[src/rtl/urrb_pkg.sv]
// Package for the UART receive ring buffer: depth, index widths, escape codes,
// operation codes and the byte store port structs. No dependencies.
`default_nettype none

package urrb_pkg;

  localparam int Depth = 32;
  localparam int IdxW  = $clog2(Depth);
  // wide enough for read index plus peek offset and for fill compares
  localparam int SumW  = ((IdxW > 5) ? IdxW : 5) + 1;

  localparam logic [7:0] EscFirst  = 8'h40;  // '@'
  localparam logic [7:0] EscSecond = 8'h52;  // 'R'
  localparam logic [7:0] CntMax    = 8'hff;

  typedef enum logic [1:0] {
    OP_RECV  = 2'd0,
    OP_POP   = 2'd1,
    OP_PEEK  = 2'd2,
    OP_FLUSH = 2'd3
  } op_e;

  typedef struct packed {
    logic            en;
    logic [IdxW-1:0] addr;
    logic [7:0]      data;
  } ram_wr_t;

  typedef struct packed {
    logic            en;
    logic [IdxW-1:0] addr;
  } ram_rd_t;

endpackage

`default_nettype wire

[src/rtl/urrb_ram.sv]
// Byte store of the receive ring buffer: one write port, one read port with
// registered read data. Depends on urrb_pkg.
`default_nettype none

module urrb_ram (
  input  wire logic               clk_i,
  input  wire urrb_pkg::ram_wr_t  wr_i,
  input  wire urrb_pkg::ram_rd_t  rd_i,
  output logic [7:0]              rd_data_o
);

  logic [7:0] mem_q [urrb_pkg::Depth];

  always_ff @(posedge clk_i) begin
    if (wr_i.en) begin
      mem_q[wr_i.addr] <= wr_i.data;
    end
  end

  always_ff @(posedge clk_i) begin
    if (rd_i.en) begin
      rd_data_o <= mem_q[rd_i.addr];
    end
  end

endmodule

`default_nettype wire

[src/rtl/uart_receive_ring_buffer.sv]
// UART receive ring buffer: receive, pop, peek and flush on a byte store.
// The result word is registered and shown in the cycle after its command is accepted.
// Throughput: one command per cycle; the store has a registered read port, and a
// waiting result stalls input until it is taken.
// Reset: indices, overflow count and last byte clear at once; the store is not
// cleared, entries are read only after being written. Depends on urrb_pkg, urrb_ram.
`default_nettype none

module uart_receive_ring_buffer (
  input  wire logic       clk_i,
  input  wire logic       rst_ni,
  input  wire logic       in_valid_i,
  output logic            in_ready_o,
  input  wire logic [1:0] operation_i,
  input  wire logic [7:0] rx_byte_i,
  input  wire logic [4:0] peek_offset_i,
  output logic            out_valid_o,
  input  wire logic       out_ready_i,
  output logic            data_valid_o,
  output logic [7:0]      data_byte_o,
  output logic [4:0]      fill_count_o,
  output logic [7:0]      overflow_count_o,
  output logic            reset_request_o
);

  localparam int IdxW = urrb_pkg::IdxW;
  localparam int SumW = urrb_pkg::SumW;
  localparam logic [IdxW-1:0] LastIdx = IdxW'(urrb_pkg::Depth - 1);

  function automatic logic [IdxW-1:0] wrap_inc(input logic [IdxW-1:0] idx);
    logic [IdxW-1:0] res;
    res = (idx == LastIdx) ? '0 : idx + 1'b1;
    return res;
  endfunction

  function automatic logic [IdxW-1:0] fill_of(input logic [IdxW-1:0] w,
                                              input logic [IdxW-1:0] r);
    logic [IdxW:0] diff;
    logic [IdxW:0] wrapped;
    diff    = {1'b0, w} - {1'b0, r};
    wrapped = diff + (IdxW+1)'(urrb_pkg::Depth);
    return (w >= r) ? diff[IdxW-1:0] : wrapped[IdxW-1:0];
  endfunction

  logic [IdxW-1:0] rd_idx_q, rd_idx_d;
  logic [IdxW-1:0] wr_idx_q, wr_idx_d;
  logic [7:0]      drop_q, drop_d;
  logic [7:0]      prev_q, prev_d;

  logic            out_valid_q;
  logic            dvalid_q, dvalid_d;
  logic [4:0]      fill_q;
  logic [7:0]      ovf_q;
  logic            rreq_q, rreq_d;

  logic            accept;
  urrb_pkg::op_e   op;
  urrb_pkg::ram_wr_t wr;
  urrb_pkg::ram_rd_t rd;
  logic [7:0]      rd_data;

  logic [IdxW-1:0] fill_cur;
  logic [IdxW-1:0] fill_new;
  logic [IdxW+4:0] fill_ext;
  logic [SumW-1:0] pos_sum;
  logic [SumW-1:0] pos_wrap;
  logic [IdxW-1:0] next_wr;
  logic            esc;

  assign in_ready_o = !out_valid_q || out_ready_i;
  assign accept     = in_valid_i && in_ready_o;
  assign op         = urrb_pkg::op_e'(operation_i);

  always_comb begin
    rd_idx_d = rd_idx_q;
    wr_idx_d = wr_idx_q;
    drop_d   = drop_q;
    prev_d   = prev_q;
    dvalid_d = 1'b0;
    rreq_d   = 1'b0;
    wr       = '{en: 1'b0, addr: wr_idx_q, data: rx_byte_i};
    rd       = '{en: 1'b0, addr: rd_idx_q};
    fill_cur = fill_of(wr_idx_q, rd_idx_q);
    next_wr  = wrap_inc(wr_idx_q);
    esc      = (rx_byte_i == urrb_pkg::EscSecond) && (prev_q == urrb_pkg::EscFirst);
    pos_sum  = SumW'(rd_idx_q) + SumW'(peek_offset_i);
    pos_wrap = (pos_sum >= SumW'(urrb_pkg::Depth)) ?
               pos_sum - SumW'(urrb_pkg::Depth) : pos_sum;

    if (accept) begin
      unique case (op)
        urrb_pkg::OP_RECV: begin
          prev_d = rx_byte_i;
          if (esc) begin
            rreq_d = 1'b1;
          end else if (next_wr == rd_idx_q) begin
            if (drop_q != urrb_pkg::CntMax) begin
              drop_d = drop_q + 8'd1;
            end
          end else begin
            wr.en    = 1'b1;
            wr_idx_d = next_wr;
          end
        end
        urrb_pkg::OP_POP: begin
          if (wr_idx_q != rd_idx_q) begin
            dvalid_d = 1'b1;
            rd.en    = 1'b1;
            rd_idx_d = wrap_inc(rd_idx_q);
          end
        end
        urrb_pkg::OP_PEEK: begin
          if (SumW'(peek_offset_i) < SumW'(fill_cur)) begin
            dvalid_d = 1'b1;
            rd.en    = 1'b1;
            rd.addr  = pos_wrap[IdxW-1:0];
          end
        end
        urrb_pkg::OP_FLUSH: begin
          rd_idx_d = '0;
          wr_idx_d = '0;
          drop_d   = '0;
        end
        default: begin
        end
      endcase
    end

    fill_new = fill_of(wr_idx_d, rd_idx_d);
    fill_ext = {5'b0, fill_new};
  end

  urrb_ram u_ram (
    .clk_i     (clk_i),
    .wr_i      (wr),
    .rd_i      (rd),
    .rd_data_o (rd_data)
  );

  always_ff @(posedge clk_i or negedge rst_ni) begin
    if (!rst_ni) begin
      rd_idx_q    <= '0;
      wr_idx_q    <= '0;
      drop_q      <= '0;
      prev_q      <= '0;
      out_valid_q <= 1'b0;
    end else begin
      rd_idx_q <= rd_idx_d;
      wr_idx_q <= wr_idx_d;
      drop_q   <= drop_d;
      prev_q   <= prev_d;
      if (accept) begin
        out_valid_q <= 1'b1;
      end else if (out_ready_i) begin
        out_valid_q <= 1'b0;
      end
    end
  end

  always_ff @(posedge clk_i) begin
    if (accept) begin
      dvalid_q <= dvalid_d;
      fill_q   <= fill_ext[4:0];
      ovf_q    <= drop_d;
      rreq_q   <= rreq_d;
    end
  end

  assign out_valid_o      = out_valid_q;
  assign data_valid_o     = dvalid_q;
  assign data_byte_o      = dvalid_q ? rd_data : 8'd0;
  assign fill_count_o     = fill_q;
  assign overflow_count_o = ovf_q;
  assign reset_request_o  = rreq_q;

endmodule

`default_nettype wire

[config.mk]
export PLATFORM = sky130hd
export DESIGN_NAME = uart_receive_ring_buffer
export DESIGN_NICKNAME = d
export VERILOG_FILES = /design/src/rtl/urrb_pkg.sv /design/src/rtl/urrb_ram.sv /design/src/rtl/uart_receive_ring_buffer.sv
export SDC_FILE = /design/constraint.sdc
export NUM_CORES = 1
export LEC_CHECK = 0
export ABC_AREA = 1
export BUFFER_PORTS_ARGS = -buffer_cell sky130_fd_sc_hd__buf_2
export CORE_UTILIZATION = 50
export CTS_CLUSTER_DIAMETER = 60
export DETAILED_ROUTE_END_ITERATION = 10
export GPL_ROUTABILITY_DRIVEN = 0
export PLACE_DENSITY = 0.66
export SETUP_SLACK_MARGIN = 0.5
export SYNTH_ARGS = -nofsm -noshare
export SYNTH_HDL_FRONTEND = slang
export SYNTH_SLANG_ARGS = --single-unit
[constraint.sdc]
create_clock -name clk_i -period 5.6 [get_ports clk_i]
set_input_delay 1.12 -clock clk_i [delete_from_list [all_inputs] [get_ports clk_i]]
set_output_delay 1.12 -clock clk_i [all_outputs]
set_load 0.01 [all_outputs]
==> Yosys cells after proc, flatten, opt, wreduce, memory -nomap -nowiden <==
Memory sizes are Yosys's and may differ from the RTL's. A register that Yosys moved wholly into a read port is not among the register bits.
Cells that the tools add are included.
{ "word_totals": {"latch_bits": 0, "input_bits": 19, "ramBits": 256, "rom_bits": 0, "mem_count": 1, "output_inout_bits": 25, "ff_bits": 42, "elab_cells": 74} }
{ "mem_list": {"columns": ["name", "depth", "word_bits", "rd", "rd_ports_with_merged_regs", "wr", "line_no", "source"], "rows": [
  ["u_ram.mem_q", 32, 8, 1, 1, 1, "urrb_ram.sv:12", "logic [7:0] mem_q [urrb_pkg::Depth];"]
]} }
{ "classes": {"n_shift": 0, "n_addsub": 9, "magnitude_cmp": 4, "reduce_logical": 7, "n_bitwise": 0, "eq_ne": 10, "div_mod_pow": 0, "n_mul": 0, "mux": 34} }
{ "op_table": {"columns": ["operator", "count"], "rows": [
  ["two-way mux 5 bit", 11],
  ["two-way mux 8 bit", 5],
  ["adder 5 x 1 -> 5 bit, second input constant", 4],
  ["one-hot mux 5 bit (2 select lines)", 2],
  ["== test 8 x 7 -> 1 bit, second input constant", 2],
  ["one-hot mux 8 bit (2 select lines)", 1],
  ["two-way mux 6 bit", 2],
  ["two-way mux 1 bit", 11],
  ["== test 5 bit, second input constant", 2],
  ["greater-or-equal comparator 5 bit", 2],
  ["subtractor 5 bit", 2],
  ["adder 8 x 1 -> 8 bit, second input constant", 1],
  ["inequality test 8 bit, second input constant", 1],
  ["adder 5 x 5 -> 6 bit", 1],
  ["greater-or-equal comparator 6 bit, second input constant", 1],
  ["== test 5 bit", 1],
  ["less-than comparator 5 bit", 1],
  ["inequality test 5 bit", 1],
  ["subtractor 5 x 1 -> 5 bit, second input constant", 1],
  ["== test 2 bit, second input constant", 2],
  ["one-hot mux 1 bit (2 select lines)", 2],
  ["== test 2 x 1 -> 1 bit, second input constant", 1],
  ["logical AND 1 bit", 2],
  ["logical NOT 2 bit", 1],
  ["4 further kinds", 4]
]} }

==> Logic depth before layout (Yosys ltp) <==
{ "logic_depth": {"ltp_word": 10, "depth_mapped": 24, "depth_no_buf": 22} }

==> Hierarchy <==
A second synthesis with hierarchy kept.
{ "unflattened": {"hier_cells": 1286, "hier_area_um2": 13767.0} }
{ "modules_own_cells": {"columns": ["mod", "area_per_inst_um2", "instances", "seq_area_each_um2", "cells_each"], "rows": [
  ["urrb_ram", 10866.7, 1, 7927.6, 922],
  ["uart_receive_ring_buffer", 2900.3, 1, 1126.1, 364]
]} }

==> Worst setup path before layout <==
No wires, ideal clock.
{ "synth_timing": {"path_type": "in2reg", "from": "input port in_valid_i", "to": "register fill_q[4], in the netlist fill_count_o[4] (data pin)", "n_path_buf": 0, "setup_time_ps": 252, "arrival_time_ps": 3728, "required_ps": 5348, "stages": 16, "setup_slack_ps": 1620, "cell_sequence": "inv_1 > a21oi_4 > inv_1 > nor2_1 > inv_1 > nor2_1 > o211ai_1 > nand2_1 > inv_1 > ha_1 > fa_1 > nor2_1 > a211oi_1 > xnor2_1 > nand3b_1 > nand2_1"} }
{ "synth_via": {"elab_chain_cells": 5, "word_cells_on_any_way": 7, "cone_classes": "add/sub: 2; order compare: 1; mux: 3; reduce/logical: 1"} }
{ "synth_lines": {"columns": ["element", "line_no", "source"], "rows": [
  ["start, declared", "uart_receive_ring_buffer.sv:12", "input wire logic in_valid_i,"],
  ["logical AND 1 bit (*)", "uart_receive_ring_buffer.sv:71", "assign accept = in_valid_i && in_ready_o;"],
  ["named net accept", "uart_receive_ring_buffer.sv:56", "logic accept;"],
  ["two-way mux 5 bit (*)", "uart_receive_ring_buffer.sv:90", "if (accept) begin"],
  ["named net wr_idx_d[0]", "uart_receive_ring_buffer.sv:46", "logic [IdxW-1:0] wr_idx_q, wr_idx_d;"],
  ["subtractor 5 bit", "uart_receive_ring_buffer.sv:40", "diff = {1'b0, w} - {1'b0, r};"],
  ["adder 5 x 1 -> 5 bit", "uart_receive_ring_buffer.sv:41", "wrapped = diff + (IdxW+1)'(urrb_pkg::Depth);"],
  ["two-way mux 5 bit (*)", "uart_receive_ring_buffer.sv:42", "return (w >= r) ? diff[IdxW-1:0] : wrapped[IdxW-1:0];"],
  ["named net fill_new[4]", "uart_receive_ring_buffer.sv:63", "logic [IdxW-1:0] fill_new;"],
  ["end signal, assigned", "uart_receive_ring_buffer.sv:163", "fill_q <= fill_ext[4:0];"],
  ["end, declared", "uart_receive_ring_buffer.sv:52", "logic [4:0] fill_q;"]
]} }
Mark *: on every way through the listed nets, which the timed path passes. The rest lies on a longest branch.
A chain may end at the register's enable or synchronous reset.

==> Worst setup path in the final report <==
{ "layout_timing": {"from": "register wr_idx_q[0]", "to": "register u_ram.rd_data_o[6], read port of u_ram.mem_q (data pin)"} }
{ "layout_via": {"elab_chain_cells": 7, "word_cells_on_any_way": 11, "cone_classes": "add/sub: 2; order compare: 2; eq/ne: 1; mux: 6"} }
{ "layout_lines": {"columns": ["element", "line_no", "source"], "rows": [
  ["start, declared", "uart_receive_ring_buffer.sv:46", null],
  ["start signal, assigned", "uart_receive_ring_buffer.sv:149", "wr_idx_q <= wr_idx_d;"],
  ["subtractor 5 bit", "uart_receive_ring_buffer.sv:40", null],
  ["adder 5 x 1 -> 5 bit", "uart_receive_ring_buffer.sv:41", null],
  ["two-way mux 5 bit", "uart_receive_ring_buffer.sv:42", null],
  ["less-than comparator 5 bit", "uart_receive_ring_buffer.sv:113", "if (SumW'(peek_offset_i) < SumW'(fill_cur)) begin"],
  ["two-way mux 6 bit", "uart_receive_ring_buffer.sv:113", null],
  ["one-hot mux 1 bit (2 select lines) / two-way mux 5 bit (equally long branches)", "uart_receive_ring_buffer.sv:91", "unique case (op)"],
  ["two-way mux 6 bit (*)", "uart_receive_ring_buffer.sv:90", null],
  ["end, declared", "urrb_ram.sv:9", "output logic [7:0] rd_data_o"]
]} }
Mark *: on every way between the ends. The rest lies on a longest branch, timed or not.

==> results_dict.tcl <==
set metrics [dict create \
    cp_cell_sequence "inv_1 -> ha_1 -> inv_1 -> fa_1 -> nand3_1 -> nand2_1 -> xor2_1 -> ha_1 -> nand2_1 -> inv_1 -> nor2_2 -> nand4_4 -> o21ai_4 -> buf_4 -> nand3_1 -> nand3_1 -> nand3_1 -> nand2_1 -> nand2_1 -> nand2_1" \
    worst_slew_pin_slew_ns 0.9952 \
    slowest_delay_ns 0.79 \
    synth_seq_cells 306 \
    status "completed" \
    cp_data_required_time_ns 5.97 \
    dominantRegCellSynth "edfxtp_1" \
    criticalPathCategory "register to register" \
    synth_edf_count 279 \
    finalSetupViolCount 0 \
    wl_per_cell_um 18.42 \
    synth_area_leaders "edfxtp_1 57%, nand3_1 9.5%, nand2_1 9.3%, inv_1 8.2%, dfrtp_1 4.6%" \
    areaGrowthSynthToFinish_pct 10.89 \
    post-route-period-util_pct 78.17 \
    holdCritPathClass "register to register" \
    synthesis.area_um2 14600 \
    via_count 10400 \
    finalSetupTns_ns 0 \
    postRouteWirelength_um 36110 \
    syn_nets 1561 \
    crit_path_end_kind "register" \
    skew_ns 0.01026 \
    initial_utilization_pct 50.85 \
    drcViolationCount 0 \
    core_area_um2 28700 \
    dpl_cell_area_um2 15190 \
    cts_buffers 34 \
    start_kind "register" \
    period_needed_ns 4.378 \
    yosysTopAreaCellShare_pct 57.40 \
    die_w_um 172.9 \
    max_freq_mhz 228.4 \
    ir_worst_vdd_uv 344.3 \
    io_pins 44 \
    ys_warn_count 0 \
    hpwl_um 22360 \
    crit_slowest_cell "o21ai_4" \
    max_slew_margin_pct 33.43 \
    ant_nets 0 \
    cts.sinks 306 \
    path_buf_inv 4 \
    h-tree-depth 2 \
    track_usage_pct 24.33 \
    hold_viol 0 \
    crit_arrival_ns 4.75 \
    antenna_found_initial 0 \
    first_iter_violations 1188 \
    fp.dieH_um 172.9 \
    grt_pass1_vias 9883 \
    synth_seq_area_share_pct 62.03 \
    stdcell_area_um2 16190 \
    synthArstFlopShare_pct 8.824 \
    post_cts.repair.setup_buffers 0 \
    drive_above_1_share_pct 7.931 \
    cts.repair.resized 0 \
    grt_pass1_wl_um 55480 \
    cts-root-buf "clkbuf_16" \
    cap_violations 0 \
    path_delay_family "simple AND/OR/NAND/NOR gates" \
    cpMostUsedCell "nand2_1" \
    via_per_inst 5.308 \
    clk_transition_reported_paths_ns 0.06 \
    yosysTopAreaCell "edfxtp_1" \
    post_synth_inst_count 1510 \
    syn_area_per_cell_um2 9.667 \
    maxSlewViolCount 0 \
    ys_types 37 \
    clock_latency_ns 0.51 \
    fp.dieArea_um2 29880 \
    rsz0062_at_grt "no" \
    worstPathMaxFanout 33 \
    grt.overflow.total 0 \
    leakage_uw 0.007184 \
    antenna_cells 0 \
    powerDensity_nw_per_um2 465.1 \
    rows 62 \
    grt_max_degree 97 \
    cts_buffer_depth 3 \
    nets 1604 \
    cts_tree "done" \
    hold_buffers 0 \
    io_buffers 43 \
    drt_first_pass_iters 7 \
]
-- cell type report --
type | count | area (um^2)
Fill cell | 2503 | 12520
Inverter | 320 | 1201
Timing Repair Buffer | 63 | 390.4
Sequential cell | 306 | 9054
Clock buffer | 42 | 902.1
Tap cell | 384 | 480.5
Multi-Input combinational cell | 828 | 4069
Clock inverter | 17 | 88.84
-- cell usage after synthesis (2+ instances only) --
master    number
nand2_2        2
inv_1        317
nand4_1        6
a21oi_1        8
o22ai_1        2
xor2_1        10
o211ai_1       3
nand3b_1       9
nand3_1      277
o21ai_2        3
or2_2          2
nor4_1         4
xnor2_1        7
buf_2         19
nor2_1        67
clkbuf_1      19
buf_1          3
inv_2          3
edfxtp_1     279
a22oi_1        3
nand2_1      360
o21ai_0       15
nor3_1         7
ha_1          29
dfrtp_1       27
buf_4         15
fa_1           3
nor2_2         2
-- flip-flops by register name, indices dropped and copies added (netlist names) --
signal	cells
u_ram.rd_data_o	8
overflow_count_o	8
data_valid_o	1
reset_request_o	1
prev_q	8
wr_idx_q	5
out_valid_o	1
fill_count_o	5
rd_idx_q	5
drop_q	8
u_ram.mem_q	256
-- through the flow --
stage | total power [uW] | hold slack (ns) | utilization (%) | std cells | setup slack, ns
global placement | 5492 | 0.4590 | 52.91 | 1900 | 1.269
finish | 7528 | 0.4720 | 56.39 | 1960 | 1.222
global route | 7926 | 0.5028 | 56.39 | 1960 | 0.9238
CTS | 7516 | 0.4747 | 56.36 | 1959 | 1.283
detailed placement | 5520 | 0.4612 | 52.91 | 1900 | 1.146
floorplan | 4705 | 0.4425 | - | 1510 | 1.620
-- worst paths after layout --
check                                          end   startpoint  slack, ns  cells past startpoint
worst max-delay path            u_ram.rd_data_o[6]  wr_idx_q[0]       1.22                     20
worst min-delay path                     prev_q[6]    prev_q[6]       0.47                      2
worst max register to register  u_ram.rd_data_o[6]  wr_idx_q[0]       1.22                     20
worst min register to register           prev_q[6]    prev_q[6]       0.47                      2
max in group asynchronous                drop_q[6]       rst_ni       4.57                      1
min in group asynchronous                drop_q[3]       rst_ni       0.63                      1
-- routing by layer --
| layer | vias up | track usage (%) | wire (um) |
|---|---|---|---|
| met2 | 437 | 39.11 | 17120 |
| met5 | - | 0 | 0 |
| met1 | 4921 | 33.49 | 15410 |
| met3 | 83 | 3.474 | 2376 |
| met4 | 0 | 9.771 | 1207 |
| li1 | 4962 | - | - |
-- cells in the final DEF, fill, tap and decap left out, types with 8 or more instances in the layout --
master and count:
xor2_1 10, nand3b_1 9, buf_4 18, clkbuf_16 35, nand3_1 277, edfxtp_1 279, inv_1 317, buf_2 43
a21oi_1 8, o21ai_0 15, dfrtp_1 27, nor2_1 67, ha_1 29, nand2_1 358
-- power by group --
group | internal [uW] | switching [uW]
registers | 2620 | 87.2
logic | 857 | 1950
clock network | 1140 | 867
-- kinds of logic (layout without fill, tap and decap cells) --
family,after synthesis,in the layout,share of synthesized area [%]
compound gates,40,40,1.706
xor+xnor,17,17,1.020
fa+ha+maj,32,32,2.897
buf+inv,376,442,10.22
flops,306,306,62.03
simple gates,739,739,22.13
-- worst reg2reg max path, delay by kind of cell (launching register included) --
kind / cells / cell delay (ns)
AO/OA/AOI/OAI: 1 / 0.79
flip-flops: 1 / 0.47
buffers and inverters: 4 / 0.75
adder cells (fa/ha/maj): 3 / 0.87
XOR/XNOR: 1 / 0.14
AND/OR/NAND/NOR: 11 / 1.20
No activity file was read; power rests on OpenSTA's default activity.
